==> src/hdl/qxm_pkg.sv <==
// Shared types, constants and helper functions for the quad X motor mixer.
// No dependencies; every other file in the block refers to this package.

package qxm_pkg;

   localparam int STAGE_TIME_MS_DEF = 300;
   localparam int PWM_FULL_DEF      = 1000;

   localparam int TICK_W     = 8;
   localparam int CMD_W      = 16;
   localparam int PWM_W      = 10;
   localparam int IDLE_W     = 8;
   localparam int IDLE_PWM_W = 9;
   localparam int SUM_W      = CMD_W + 2;
   localparam int MOTORS     = 4;

   localparam logic [IDLE_W-1:0] IDLE_LIMIT = IDLE_W'(30);

   typedef logic [PWM_W-1:0]      pwm_type;
   typedef logic [IDLE_PWM_W-1:0] idle_pwm_type;
   typedef logic signed [CMD_W-1:0] cmd_type;

   // Per-tick status from the spin-up sequencer to the output mux.
   typedef struct packed {
      logic              mixing;
      logic [MOTORS-1:0] motor_on;
   } spin_status_type;

   // Idle PWM is ten times the setting, with the setting clamped to its limit.
   function automatic idle_pwm_type idle_pwm(input logic [IDLE_W-1:0] setting);
      logic [IDLE_W-1:0] clamped;
      clamped = (setting > IDLE_LIMIT) ? IDLE_LIMIT : setting;
      return (IDLE_PWM_W'(clamped) << 3) + (IDLE_PWM_W'(clamped) << 1);
   endfunction

endpackage

==> src/hdl/qxm_channels.sv <==
// Valid/ready channel interfaces for the tick requests and the motor responses.
// Depends on qxm_pkg for field widths.

interface qxm_req_if;
   logic                            valid;
   logic                            ready;
   logic [qxm_pkg::TICK_W-1:0]      tick_ms;
   logic                            armed;
   logic signed [qxm_pkg::CMD_W-1:0] throttle;
   logic signed [qxm_pkg::CMD_W-1:0] yaw_cmd;
   logic signed [qxm_pkg::CMD_W-1:0] roll_cmd;
   logic signed [qxm_pkg::CMD_W-1:0] pitch_cmd;

   modport source (output valid, tick_ms, armed, throttle, yaw_cmd, roll_cmd, pitch_cmd,
                   input ready);
   modport sink (input valid, tick_ms, armed, throttle, yaw_cmd, roll_cmd, pitch_cmd,
                 output ready);
endinterface

interface qxm_rsp_if;
   logic                      valid;
   logic                      ready;
   logic [qxm_pkg::PWM_W-1:0] motor_front_right;
   logic [qxm_pkg::PWM_W-1:0] motor_front_left;
   logic [qxm_pkg::PWM_W-1:0] motor_rear_left;
   logic [qxm_pkg::PWM_W-1:0] motor_rear_right;
   logic                      spinup_done;

   modport source (output valid, motor_front_right, motor_front_left, motor_rear_left,
                   motor_rear_right, spinup_done, input ready);
   modport sink (input valid, motor_front_right, motor_front_left, motor_rear_left,
                 motor_rear_right, spinup_done, output ready);
endinterface

==> src/hdl/qxm_spinup.sv <==
// Spin-up sequencer: holds the spin-up counter and completion flag and
// decides per tick which motors idle or whether the mixer drives them. Uses qxm_pkg.

module qxm_spinup #(
   parameter int STAGE_TIME_MS = qxm_pkg::STAGE_TIME_MS_DEF
) (
   input  logic                          clock,
   input  logic                          reset,
   input  logic                          advance,
   input  logic                          armed,
   input  logic [qxm_pkg::TICK_W-1:0]    tick_ms,
   output qxm_pkg::spin_status_type      status
);

   // Counter plus tick never exceeds four stages plus one maximal tick minus one.
   localparam int CNT_W = $clog2(4 * STAGE_TIME_MS + 255);
   localparam logic [CNT_W-1:0] SPIN_END = CNT_W'(4 * STAGE_TIME_MS);

   logic [CNT_W-1:0] spinup_ms_ff, spinup_ms_in;
   logic             complete_ff, complete_in;
   logic [CNT_W-1:0] count_sum;

   assign count_sum = spinup_ms_ff + CNT_W'(tick_ms);

   always_comb begin
      spinup_ms_in    = spinup_ms_ff;
      complete_in     = complete_ff;
      status.mixing   = 1'b0;
      status.motor_on = '0;
      if (!armed) begin
         complete_in = 1'b0;
      end else if (complete_ff) begin
         status.mixing = 1'b1;
      end else if (count_sum < SPIN_END) begin
         spinup_ms_in = count_sum;
         for (int k = 0; k < qxm_pkg::MOTORS; k++) begin
            status.motor_on[k] = (count_sum >= CNT_W'(STAGE_TIME_MS * k));
         end
      end else begin
         // The last stage has run out; mixing starts on this same tick.
         spinup_ms_in  = '0;
         complete_in   = 1'b1;
         status.mixing = 1'b1;
      end
   end

   always_ff @(posedge clock) begin
      if (reset) begin
         spinup_ms_ff <= '0;
         complete_ff  <= 1'b0;
      end else if (advance) begin
         spinup_ms_ff <= spinup_ms_in;
         complete_ff  <= complete_in;
      end
   end

endmodule

==> src/hdl/qxm_mixer.sv <==
// X-frame mixer: four signed sums of the commands, saturated to the range
// from the idle PWM to PWM_FULL-1. Uses qxm_pkg.

module qxm_mixer #(
   parameter int PWM_FULL = qxm_pkg::PWM_FULL_DEF
) (
   input  qxm_pkg::cmd_type                     throttle,
   input  qxm_pkg::cmd_type                     yaw_cmd,
   input  qxm_pkg::cmd_type                     roll_cmd,
   input  qxm_pkg::cmd_type                     pitch_cmd,
   input  qxm_pkg::idle_pwm_type                idle,
   output qxm_pkg::pwm_type [qxm_pkg::MOTORS-1:0] motor
);

   localparam int SW = qxm_pkg::SUM_W;
   localparam logic signed [SW-1:0] PWM_MAX = SW'(PWM_FULL - 1);

   logic signed [SW-1:0] thr, yaw, roll, pitch, lo;
   logic signed [SW-1:0] sum [qxm_pkg::MOTORS];
   logic signed [SW-1:0] sat [qxm_pkg::MOTORS];

   assign thr   = SW'(throttle);
   assign yaw   = SW'(yaw_cmd);
   assign roll  = SW'(roll_cmd);
   assign pitch = SW'(pitch_cmd);
   assign lo    = signed'(SW'(idle));

   assign sum[0] = thr + yaw - roll + pitch;
   assign sum[1] = thr - yaw + roll + pitch;
   assign sum[2] = thr + yaw + roll - pitch;
   assign sum[3] = thr - yaw - roll - pitch;

   always_comb begin
      for (int k = 0; k < qxm_pkg::MOTORS; k++) begin
         if (sum[k] < lo) begin
            sat[k] = lo;
         end else if (sum[k] > PWM_MAX) begin
            sat[k] = PWM_MAX;
         end else begin
            sat[k] = sum[k];
         end
         motor[k] = sat[k][qxm_pkg::PWM_W-1:0];
      end
   end

endmodule

==> src/hdl/quad_x_motor_mixer_spinup.sv <==
// Top level of the quad X motor mixer with staggered spin-up.
// Depends on qxm_pkg, qxm_channels, qxm_spinup and qxm_mixer.
//
//   channel   direction  handshake            contents
//   req_bus   in         valid/ready          tick_ms, armed, four commands
//   rsp_bus   out        valid/ready          four motor PWM values, spinup_done
//   csr_      in         csr_wr_en, no wait   idle_speed setting
//
// One transaction enters per cycle while req_bus.ready is high; it passes the input
// register, then the result register, which loads when empty or the sink is ready.
// The spin-up state advances as each transaction moves into the result register.
// A stalled response holds; the input register still takes one more transaction.
// Synchronous active-high reset clears the spin-up state, valids and idle setting.

module quad_x_motor_mixer_spinup #(
   parameter int STAGE_TIME_MS = qxm_pkg::STAGE_TIME_MS_DEF,
   parameter int PWM_FULL      = qxm_pkg::PWM_FULL_DEF
) (
   input  logic                        clock,
   input  logic                        reset,
   input  logic                        csr_wr_en,
   input  logic [qxm_pkg::IDLE_W-1:0]  csr_wr_data,
   qxm_req_if.sink                     req_bus,
   qxm_rsp_if.source                   rsp_bus
);

   localparam int M = qxm_pkg::MOTORS;

   qxm_pkg::idle_pwm_type idle_pwm_ff;

   logic                             s1_valid_ff;
   logic [qxm_pkg::TICK_W-1:0]       s1_tick_ff;
   logic                             s1_armed_ff;
   qxm_pkg::cmd_type                 s1_thr_ff, s1_yaw_ff, s1_roll_ff, s1_pitch_ff;

   logic                             out_valid_ff;
   qxm_pkg::pwm_type [M-1:0]         out_motor_ff, out_motor_in;
   logic                             out_done_ff;

   logic                             req_take, out_load;
   qxm_pkg::spin_status_type         status;
   qxm_pkg::pwm_type [M-1:0]         mix_motor;

   assign out_load      = s1_valid_ff && (!out_valid_ff || rsp_bus.ready);
   assign req_bus.ready = !s1_valid_ff || out_load;
   assign req_take      = req_bus.valid && req_bus.ready;

   qxm_spinup #(
      .STAGE_TIME_MS (STAGE_TIME_MS)
   ) u_spinup (
      .clock   (clock),
      .reset   (reset),
      .advance (out_load),
      .armed   (s1_armed_ff),
      .tick_ms (s1_tick_ff),
      .status  (status)
   );

   qxm_mixer #(
      .PWM_FULL (PWM_FULL)
   ) u_mixer (
      .throttle  (s1_thr_ff),
      .yaw_cmd   (s1_yaw_ff),
      .roll_cmd  (s1_roll_ff),
      .pitch_cmd (s1_pitch_ff),
      .idle      (idle_pwm_ff),
      .motor     (mix_motor)
   );

   always_comb begin
      for (int k = 0; k < M; k++) begin
         if (status.mixing) begin
            out_motor_in[k] = mix_motor[k];
         end else if (status.motor_on[k]) begin
            out_motor_in[k] = qxm_pkg::PWM_W'(idle_pwm_ff);
         end else begin
            out_motor_in[k] = '0;
         end
      end
   end

   always_ff @(posedge clock) begin
      if (reset) begin
         idle_pwm_ff  <= '0;
         s1_valid_ff  <= 1'b0;
         out_valid_ff <= 1'b0;
      end else begin
         if (csr_wr_en) begin
            idle_pwm_ff <= qxm_pkg::idle_pwm(csr_wr_data);
         end
         if (req_bus.ready) begin
            s1_valid_ff <= req_bus.valid;
         end
         if (out_load) begin
            out_valid_ff <= 1'b1;
         end else if (rsp_bus.ready) begin
            out_valid_ff <= 1'b0;
         end
      end
   end

   always_ff @(posedge clock) begin
      if (req_take) begin
         s1_tick_ff  <= req_bus.tick_ms;
         s1_armed_ff <= req_bus.armed;
         s1_thr_ff   <= req_bus.throttle;
         s1_yaw_ff   <= req_bus.yaw_cmd;
         s1_roll_ff  <= req_bus.roll_cmd;
         s1_pitch_ff <= req_bus.pitch_cmd;
      end
      if (out_load) begin
         out_motor_ff <= out_motor_in;
         out_done_ff  <= status.mixing;
      end
   end

   assign rsp_bus.valid             = out_valid_ff;
   assign rsp_bus.motor_front_right = out_motor_ff[0];
   assign rsp_bus.motor_front_left  = out_motor_ff[1];
   assign rsp_bus.motor_rear_left   = out_motor_ff[2];
   assign rsp_bus.motor_rear_right  = out_motor_ff[3];
   assign rsp_bus.spinup_done       = out_done_ff;

endmodule

==> src/flat_wrapper.sv <==
// flat-port wrapper written by rule: the top's interface ports become plain ports
module quad_x_motor_mixer_spinup_flat 
#(
   parameter int STAGE_TIME_MS = qxm_pkg::STAGE_TIME_MS_DEF,
   parameter int PWM_FULL      = qxm_pkg::PWM_FULL_DEF
)
  (clock, reset, csr_wr_en, csr_wr_data, req_bus_valid, req_bus_tick_ms, req_bus_armed, req_bus_throttle, req_bus_yaw_cmd, req_bus_roll_cmd, req_bus_pitch_cmd, req_bus_ready, rsp_bus_valid, rsp_bus_motor_front_right, rsp_bus_motor_front_left, rsp_bus_motor_rear_left, rsp_bus_motor_rear_right, rsp_bus_spinup_done, rsp_bus_ready);
  qxm_req_if req_bus_i ();
  qxm_rsp_if rsp_bus_i ();
  input  logic clock;
  input  logic reset;
  input  logic csr_wr_en;
  input  logic [qxm_pkg::IDLE_W-1:0] csr_wr_data;
  input wire logic [$bits(req_bus_i.valid)-1:0] req_bus_valid;
  input wire logic [$bits(req_bus_i.tick_ms)-1:0] req_bus_tick_ms;
  input wire logic [$bits(req_bus_i.armed)-1:0] req_bus_armed;
  input wire logic [$bits(req_bus_i.throttle)-1:0] req_bus_throttle;
  input wire logic [$bits(req_bus_i.yaw_cmd)-1:0] req_bus_yaw_cmd;
  input wire logic [$bits(req_bus_i.roll_cmd)-1:0] req_bus_roll_cmd;
  input wire logic [$bits(req_bus_i.pitch_cmd)-1:0] req_bus_pitch_cmd;
  output wire logic [$bits(req_bus_i.ready)-1:0] req_bus_ready;
  output wire logic [$bits(rsp_bus_i.valid)-1:0] rsp_bus_valid;
  output wire logic [$bits(rsp_bus_i.motor_front_right)-1:0] rsp_bus_motor_front_right;
  output wire logic [$bits(rsp_bus_i.motor_front_left)-1:0] rsp_bus_motor_front_left;
  output wire logic [$bits(rsp_bus_i.motor_rear_left)-1:0] rsp_bus_motor_rear_left;
  output wire logic [$bits(rsp_bus_i.motor_rear_right)-1:0] rsp_bus_motor_rear_right;
  output wire logic [$bits(rsp_bus_i.spinup_done)-1:0] rsp_bus_spinup_done;
  input wire logic [$bits(rsp_bus_i.ready)-1:0] rsp_bus_ready;
  assign req_bus_i.valid = req_bus_valid;
  assign req_bus_i.tick_ms = req_bus_tick_ms;
  assign req_bus_i.armed = req_bus_armed;
  assign req_bus_i.throttle = req_bus_throttle;
  assign req_bus_i.yaw_cmd = req_bus_yaw_cmd;
  assign req_bus_i.roll_cmd = req_bus_roll_cmd;
  assign req_bus_i.pitch_cmd = req_bus_pitch_cmd;
  assign req_bus_ready = req_bus_i.ready;
  assign rsp_bus_valid = rsp_bus_i.valid;
  assign rsp_bus_motor_front_right = rsp_bus_i.motor_front_right;
  assign rsp_bus_motor_front_left = rsp_bus_i.motor_front_left;
  assign rsp_bus_motor_rear_left = rsp_bus_i.motor_rear_left;
  assign rsp_bus_motor_rear_right = rsp_bus_i.motor_rear_right;
  assign rsp_bus_spinup_done = rsp_bus_i.spinup_done;
  assign rsp_bus_i.ready = rsp_bus_ready;
  quad_x_motor_mixer_spinup #(.STAGE_TIME_MS(STAGE_TIME_MS), .PWM_FULL(PWM_FULL)) u_core (.clock(clock), .reset(reset), .csr_wr_en(csr_wr_en), .csr_wr_data(csr_wr_data), .req_bus(req_bus_i), .rsp_bus(rsp_bus_i));
endmodule
==> config.mk <==
export PLATFORM = sky130hd
export DESIGN_NAME = quad_x_motor_mixer_spinup_flat
export DESIGN_NICKNAME = d
export VERILOG_FILES = /design/src/hdl/qxm_pkg.sv /design/src/hdl/qxm_channels.sv /design/src/hdl/qxm_spinup.sv /design/src/hdl/qxm_mixer.sv /design/src/hdl/quad_x_motor_mixer_spinup.sv /design/src/flat_wrapper.sv
export SDC_FILE = /design/constraint.sdc
export NUM_CORES = 1
export LEC_CHECK = 0
export BUFFER_PORTS_ARGS = -buffer_cell sky130_fd_sc_hd__buf_2
export CAP_MARGIN = 20
export CORE_MARGIN = 2
export CORE_UTILIZATION = 55
export CTS_BUF_LIST = sky130_fd_sc_hd__clkbuf_16
export CTS_CLUSTER_DIAMETER = 150
export CTS_CLUSTER_SIZE = 14
export DETAILED_ROUTE_END_ITERATION = 10
export PLACE_DENSITY = 0.78
export SETUP_SLACK_MARGIN = 0.2
export SLEW_MARGIN = 20
export SYNTH_ARGS = -nofsm -noshare
export SYNTH_HDL_FRONTEND = slang
export SYNTH_SLANG_ARGS = --single-unit
==> constraint.sdc <==
create_clock -name clock -period 5.67 [get_ports clock]
set_input_delay 0.2835 -clock clock [delete_from_list [all_inputs] [get_ports clock]]
set_output_delay 0.2835 -clock clock [all_outputs]
set_load 0.005 [all_outputs]
* Word level (Yosys, flattened, before mapping)
Index checks and enable logic that the tools add are counted.
Storage, ports and cells: word-level logic and storage cells 77, bits in registers 137, memories kept 0, bits of input ports 86, output and inout port bits 43, RAM bits 0, bits in latches 0, ROM bits 0
Cells by class: reductions and logical operators 8, equal/unequal tests 0, bitwise gates (word level) 1, div/mod/pow operators 0, add/sub/neg operators 12, $lt $le $gt $ge 14, shift operators 0, muxes and demuxes 26, multipliers 0
Operators by type and width (count):
- $mux W10 | 12
- $gt A18 B11 Y1 const B | 4
- $lt A18 B10 Y1 | 4
- $add A17 B16 Y18 | 2
- $add A18 B16 Y18 | 2
- $mux W9 | 4
- $sub A17 B16 Y18 | 2
- $sub A18 B16 Y18 | 2
- $ge A11 B10 Y1 const B | 2
- $add A16 B16 Y17 | 1
- $sub A16 B16 Y17 | 1
- $add A11 B8 Y11 | 1
- $ge A11 B1 Y1 const B | 1
- $ge A11 B9 Y1 const B | 1
- $lt A11 B11 Y1 const B | 1
- $mux W11 | 1
- $add A9 B9 Y9 | 1
- $gt A8 B5 Y1 const B | 1
- $mux W4 | 2
- $mux W8 | 1
- $mux W1 | 5
- $mux W5 | 1
- $reduce_and A3 Y1 | 1
- $logic_and A1 B1 Y1 | 2
- other kinds (4) | 6

* Logic depth before layout (Yosys ltp)
Gate-level depths: netlist (run 1).
depth in word-level cells 7, mapped depth 27, depth with buffers taken out 26

* By module
A second synthesis (run 1) with hierarchy kept.
Unflattened totals: cell total of the unflattened synthesis 1455, area total of the unflattened synthesis 13998.4 µm²
Modules (own cells, without submodules):
- qxm_mixer | seq. area each 0.0 µm², area each 8280.4 µm², cells each 1059, times used 1
- quad_x_motor_mixer_spinup | seq. area each 3623.5 µm², area each 4481.8 µm², cells each 259, times used 1
- qxm_spinup | seq. area each 240.2 µm², area each 1236.2 µm², cells each 137, times used 1

* Least setup slack after synthesis (run 1)
Ideal clock, no wire load.
kind register -> register, start register u_core.s1_yaw_ff[0], end register u_core.out_motor_ff (netlist bit u_core.rsp_bus.motor_front_left[3]) (data pin), slack 0.189 ns, cell stages (with the launch flop) 27, required time 5.517 ns, library setup time 0.153 ns, buffers on the path 1, period minus slack after synthesis 5.481 ns, arrival time 5.327 ns, path through edfxtp_1 ha_1 fa_1 nor2b_1 o21ai_1 a21oi_1 o21ai_1 a21oi_1 a41o_1 nor4_1 nor3_1 a2111oi_0 or3_1 fa_1 inv_1 ha_1 clkbuf_1 a211oi_1 a21oi_1 nor2_1 a31oi_1 o21ai_0 nand4_1 nor3_1 nand2_1 or3_1 o22ai_1
RTL lines:
- start: declaration | line quad_x_motor_mixer_spinup.sv:34 | qxm_pkg::cmd_type s1_thr_ff, s1_yaw_ff, s1_roll_ff, s1_pitch_ff;
- start signal: assignment | line quad_x_motor_mixer_spinup.sv:107 | s1_yaw_ff <= req_bus.yaw_cmd;
- end signal: assignment | line quad_x_motor_mixer_spinup.sv:112 | out_motor_ff <= out_motor_in;
- end: declaration | line quad_x_motor_mixer_spinup.sv:37 | qxm_pkg::pwm_type [M-1:0] out_motor_ff, out_motor_in;

==> metrics, run 1 <==
Final Instance Count excl. Fillers 1827; Post-Synthesis Cells 1279; startpoint types flop; PnR worst setup slack -0.01773 ns; final setup fails 2; fin crit share 100.3%; Hold Fails Final Rpt 0; Seq cells post-synth 136; smallest hold slack 0.02242 ns; Final Max Slew Viols 0; Worst Setup Path Type flop to flop; Synth area leader edfxtp_1; CTS tree built; EDFF count, synth 114; largest net degree at the start of global routing 74; area grow syn2layout 26.52%; first-pass GRT wire length 51.02 mm; Die X 155.4 um; DR WL/cell 18.58 um; Initial Util 55.88%; clk slew on worst S/H paths 0.07 ns; Critical Path End Type flop; worst reg2reg path endpoint u_core.rsp_bus.motor_front_right[4]$_DFFE_PP_; Die Ht 155.4 um; fmax 175.8 MHz; max-cap viol count 0; hpwl dp 24.99 mm; Post-Synthesis Cell Area 12610 sq um; Rows 55; area of the multi-input gates 8955 sq um; syn avg cell area 9.861 sq um; slack of the worst reg-to-reg path -0.02 ns; Post-Synth XOR/XNOR Area 5.833%; placed cells 1771; combinational family with the most area after synthesis adder cells; crit path launch u_core.s1_yaw_ff[0]$_DFFE_PP_; sum of negative setup slack -0.02955 ns; cts bufs inserted 17; leakage power 0.006911 uW; Synth Area in Compound Gates 19.02%; Total GRT Usage 26.95%; async set or reset register ratio after synthesis 0%; worst hold path endpoint u_core.s1_tick_ff[3]$_DFFE_PP_; RSZ-0062 raised after global routing yes; sequential share of the synthesized area 30.63%; Tightest Hold Check Type primary input to flop; run status finished, violations left; post-route ant nets 0; Clk Latency, worst-skew pair 0.43 ns; post-synth top area share 27.14%; maximum buffer depth of the clock tree 2; # DRC 0; Ports 129; failing checks negative setup slack; GP Congestion 0.9345; initial DRC count 595; initial antenna violation count 0; vias in the first global route 10200; worst-case vdd ir drop 0.2385 mV; post-placement cell area 14260 sq um; headroom to the max-slew limit 5.413%; drt first pass iters 6; # fillers 1632; Cell Pwr Density 398.3 nW/um^2; final instance area 15960 sq um; min-delay src req_bus_tick_ms[3]; PortBufs 128; Adder-Cell Fraction of Synth Area 25.67%; mux share of post-synthesis cell area 0.9226%; Warnings, synthesis 0; Vias/cell 5.813; Critical R2R Launch u_core.s1_yaw_ff[0]$_DFFE_PP_; clk root buf clkbuf_16; Critical Path RT 5.95 ns; GRT Residual Overflow 0; Synth Area in Simple Gates 12.55%; Post-Route WL 33.94 mm; library cells used by synthesis 88; ys flop type edfxtp_1; Vias 10621; CP Data Arrival Time 5.97 ns; CTS H-Tree Depth 4; Num Clock Sinks 136; skew final 0.008942 ns; die area 24160 sq um; post-route minimum period 5.688 ns; post-place setup slack -0.2828 ns; Worst-Margin Slew 1.383 ns; crit path max fanout 6; # diodes 0; core area 22570 sq um; layout cells sized above 1 28.15%; Worst R2R Path Depth 26; Synth area leaders edfxtp_1 (27%), ha_1 (14%), fa_1 (12%); FF+latch area 3864 sq um; Final #Nets 1830; worst hold stages 1
-- where the power goes --
group / switching [uW] / internal [uW] / total [uW]
combinational: 2310 / 1730 / 4040
sequential: 45.4 / 1140 / 1180
clock: 474 / 656 / 1130
-- worst max-delay path: stages, from the launching register on --
cell	delay [ns]
edfxtp_1	0.35
ha_2	0.19
inv_2	0.04
fa_2	0.34
o21bai_1	0.19
a21oi_2	0.09
o21ai_2	0.20
a221oi_4	0.11
o41ai_2	0.25
buf_4	0.20
o221ai_4	0.12
o31a_1	0.29
buf_6	0.14
xor2_4	0.17
fa_2	0.51
ha_4	0.30
buf_6	0.10
nand3_4	0.06
nor3b_4	0.17
a211oi_2	0.20
o311ai_2	0.17
nor4_2	0.34
nand4_2	0.16
buf_6	0.17
o21bai_4	0.21
or3_4	0.35
a21oi_2	0.13
-- layout make-up --
cell class	count	area share (%)
tap	285	2.235
clock buffer	17	2.666
sequential	136	24.21
inverter	162	3.827
clock inverter	15	1.043
timing repair buffer	244	9.896
multi-input combinational	968	56.12
-- state kept, by name, summed over array words and instances, names as in the netlist, 10 cells and up --
signal / cells
u_core.u_spinup.spinup_ms_ff: 11
u_core.s1_yaw_ff: 16
u_core.s1_roll_ff: 16
u_core.rsp_bus.motor_rear_left: 10
u_core.rsp_bus.motor_front_right: 10
u_core.rsp_bus.motor_rear_right: 10
u_core.rsp_bus.motor_front_left: 10
u_core.s1_thr_ff: 16
u_core.s1_pitch_ff: 16
-- worst max path at each step --
stage	end
global route	u_core.rsp_bus.motor_front_right[3]$_DFFE_PP_
global placement	u_core.rsp_bus.motor_rear_right[7]$_DFFE_PP_
finish	u_core.rsp_bus.motor_front_right[4]$_DFFE_PP_
floorplan	u_core.rsp_bus.motor_rear_right[5]$_DFFE_PP_
CTS	u_core.rsp_bus.motor_rear_left[3]$_DFFE_PP_
detailed placement	u_core.rsp_bus.motor_rear_right[7]$_DFFE_PP_
-- synth_stat cells, drive strengths merged, types with 5 or more instances --
master / count
a21o: 29
or3: 10
a211oi: 21
xnor2: 53
inv: 162
nand2: 43
nor3: 37
o21bai: 14
xor2: 31
nor2: 97
edfxtp: 114
o21ai: 75
a21oi: 82
nor3b: 5
fa: 73
clkbuf: 12
nand2b: 19
or2: 7
and3: 10
nand3: 17
dfxtp: 22
o2111ai: 7
nor4: 10
nor2b: 24
and2: 6
o211ai: 7
mux2i: 9
nand4: 11
o22ai: 7
a31oi: 10
a22o: 6
ha: 142
o21a: 17
o31ai: 6
a22oi: 7
a2111oi: 8
-- metal layers --
metal | GRT usage [%] | share of wire (%) | vias to the layer above | routed length [um]
li1 | - | - | 5105 | -
met3 | 4.206 | 5.6 | 76 | 1897
met4 | 10.70 | 3.2 | 0 | 1096
met5 | 0 | 0 | - | 0
met2 | 44.50 | 49 | 386 | 16550
met1 | 35.75 | 42 | 5054 | 14400
-- cells in the final DEF (no fill, tap or decap), types with 7 or more instances in the layout --
cell type,count
o21ai_2,12
inv_1,155
a21oi_2,14
edfxtp_1,114
nand4_1,10
nand2_1,41
o21bai_1,12
ha_4,9
clkbuf_16,17
xnor2_1,51
o21a_1,15
a21oi_1,65
buf_6,18
dfxtp_1,22
buf_2,128
nor2_2,7
nor3_1,30
nand3_1,14
buf_4,98
a31oi_1,8
o21ai_1,24
a21o_1,28
and3_1,10
nor2b_1,22
fa_1,70
a211oi_2,7
a211oi_1,14
mux2i_1,9
nand2b_1,17
ha_1,130
o21ai_0,39
nor2_1,86
o211ai_1,7
xor2_1,29
-- kinds of logic (layout without fill, tap and decap cells) --
family | Yosys count | in the layout
AOI/OAI and AO/OA | 347 | 348
and+or+nand+nor | 308 | 308
adders and majority gates | 215 | 215
buffers and inverters | 177 | 438
DFF | 136 | 136
xor gates and xnor gates | 84 | 84
muxes | 11 | 11
other | 1 | 2
-- per-stage QoR --
| step | power [uW] | util (%) |
|---|---|---|
| after floorplan | 3570 | - |
| after global placement | 4561 | 63.18 |
| after detailed placement | 4636 | 63.18 |
| after CTS | 5880 | 66.97 |
| after global routing | 6764 | 70.69 |
| final | 6355 | 70.69 |
-- timing repair --
action                                  in CTS  in global routing
hold buffers                                 0                  0
setup buffers                                7                 16
gates cloned                                 1                  0
endpoints found under the setup margin      40                 40
gates resized for setup                     43                148
pin swaps                                   28                 62
(Power assumes the default switching activity.)
==> run 2: changes to the inputs <==
--- a/config.mk
+++ b/config.mk
@@ -13,6 +13,8 @@
 export CTS_CLUSTER_DIAMETER = 150
 export CTS_CLUSTER_SIZE = 14
 export DETAILED_ROUTE_END_ITERATION = 10
+export GPL_ROUTABILITY_DRIVEN = 0
+export GPL_TIMING_DRIVEN = 0
 export PLACE_DENSITY = 0.78
 export SETUP_SLACK_MARGIN = 0.2
 export SLEW_MARGIN = 20
==> metrics, run 2 (same netlist as run 1, synthesis figures left out) <==
worst-case vdd ir drop 0.2579 mV (+8.1%); core area 22570 sq um (unchanged); Total GRT Usage 28.58% (+1.6 points); skew final 0.01753 ns (+0.008586 ns); Num Clock Sinks 136 (unchanged); # DRC 0 (unchanged); Cell Pwr Density 392.1 nW/um^2 (-1.6%); post-route minimum period 5.904 ns (+0.2160 ns); min-delay src req_bus_pitch_cmd[12]; final setup fails 35 (+33); initial DRC count 896 (+51%); failing checks negative setup slack; maximum buffer depth of the clock tree 2 (unchanged); Max stage delay on crit path 0.52 ns (about the same); Final #Nets 1817 (-0.71%); max-cap viol count 0 (unchanged); Post-Route WL 35.01 mm (+3.2%); PortBufs 128 (unchanged); Critical Path Most Common Cell a21oi_2; cts bufs inserted 17 (unchanged); Clk Latency, worst-skew pair 0.45 ns (+0.02 ns); final instance area 16020 sq um (+0.40%); vias in the first global route 11060 (+8.4%); Critical Path RT 5.85 ns (-0.10 ns); layout cells sized above 1 27.53% (-0.61 points); crit path max fanout 8 (+2); most frequent cells in the layout inv_1 (156), ha_1 (128), buf_2 (128); startpoint types flop; Die Ht 155.4 um (unchanged); Rows 55 (unchanged); Tightest Hold Check Type primary input to flop; Top Family by Delay on Critical Path compound AO/OA/AOI/OAI gates; Critical Path End Type flop; fmax 169.4 MHz (-3.7%); GRT Residual Overflow 0 (unchanged); drt first pass iters 5 (-1); Final Max Slew Viols 0 (unchanged); Vias/cell 6.045 (+4.0%); Crit path depth 27 (+3.8%); first-pass GRT wire length 54.91 mm (+7.6%); leakage power 0.006911 uW (about the same); crit path launch u_core.s1_yaw_ff[0]$_DFFE_PP_; run status finished, violations left; Worst-Margin Slew 1.072 ns (-0.3108 ns); PnR worst setup slack -0.2337 ns (-0.2160 ns); Final Power 6281 uW (-1.2%); Die X 155.4 um (unchanged); largest net degree at the start of global routing 56 (-24%); die area 24160 sq um (unchanged); CTS H-Tree Depth 4 (unchanged); placed cells 1695 (-4.3%); fin crit share 104.1% (+3.8 points); RSZ-0062 raised after global routing yes; Final Instance Count excl. Fillers 1814 (-0.71%); headroom to the max-slew limit 27.76% (+22 points); post-placement cell area 13680 sq um (-4.1%); Worst Setup Path Type flop to flop; smallest hold slack 0.002139 ns (-0.02028 ns); initial antenna violation count 0 (unchanged); worst-path cell with the longest stage delay fa_1; Vias 10966 (+3.2%); Ports 129 (unchanged); Initial Util 55.88% (unchanged); hpwl dp 23.90 mm (-4.4%); # diodes 0 (unchanged); Hold Fails Final Rpt 0 (unchanged); post-route ant nets 0 (unchanged); Critical R2R Launch u_core.s1_yaw_ff[0]$_DFFE_PP_; most common cell after layout, fill and taps aside inv_1; worst hold stages 1 (unchanged); Worst R2R Path Depth 27 (+3.8%); DR WL/cell 19.30 um (+3.9%); area grow syn2layout 27.02%; CP Data Arrival Time 6.08 ns (+0.11 ns); CTS tree built; clk slew on worst S/H paths 0.07 ns (about the same); Critical path buffers and inverters 6 (+1); clk root buf clkbuf_16
[run 2: layout make-up]
| cell class | count | area, sq um |
|---|---|---|
| Multi-Input combinational cell | 967 | 9076 |
| Buffer | 15 | 97.59 |
| Tap cell | 285 | 356.6 |
| Sequential cell | 136 | 3864 |
| Fill cell | 1519 | 6551 |
| Clock buffer | 17 | 425.4 |
| Inverter | 162 | 610.6 |
| Clock inverter | 15 | 132.6 |
| Timing Repair Buffer | 217 | 1458 |
[run 2: metal layers]
layer	vias up	track usage (%)	wire (um)
met5	-	0	0
met4	0	11.10	1448
met3	142	4.791	2611
met2	589	48.44	16560
met1	5167	36.76	14400
li1	5068	-	-
[run 2: worst register-to-register path, delay by kind of cell, from the launching register on]
kind | cells | cell delay (ns)
buf+inv | 6 | 0.65
compound gates | 11 | 1.98
fa+ha+maj | 4 | 1.39
simple gates | 5 | 1.08
mux | 1 | 0.14
flops | 1 | 0.40
[run 2: path summary, 6_finish.rpt]
check | endpoint | slack, ns
min reg2reg | u_core.u_spinup.spinup_ms_ff[2]$_SDFFE_PP0P_ | 0.51
max | u_core.rsp_bus.motor_rear_right[5]$_DFFE_PP_ | -0.23
max reg2reg | u_core.rsp_bus.motor_rear_right[5]$_DFFE_PP_ | -0.23
min | u_core.s1_pitch_ff[12]$_DFFE_PP_ | 0.002
[run 2: power breakdown]
| part | internal, uW | switching, uW | total (uW) |
|---|---|---|---|
| registers | 1140 | 44.4 | 1180 |
| logic | 1630 | 2390 | 4010 |
| clock network | 577 | 508 | 1080 |
| total | 3340 | 2940 | 6280 |
[run 2: metrics by stage]
stage	setup WS (ns)	util (%)	TNS, ns
final	-0.2337	70.98	-4.444
after global routing	-0.4478	70.98	-11.61
after CTS	-0.05359	69.56	-0.1244
after detailed placement	-0.8063	60.59	-25.15
after global placement	-0.7236	60.33	-21.31
after floorplan	0.2000	-	0
[run 2: what timing repair did]
item / CTS / global route
buffers inserted: 59 / 11
pin swaps: 60 / 20
setup endpoints to repair: 40 / 40
endpoints found under the hold margin: 15 / 0
resized for setup: 179 / 53
hold buffers: 15 / 0
gates cloned: 2 / 0
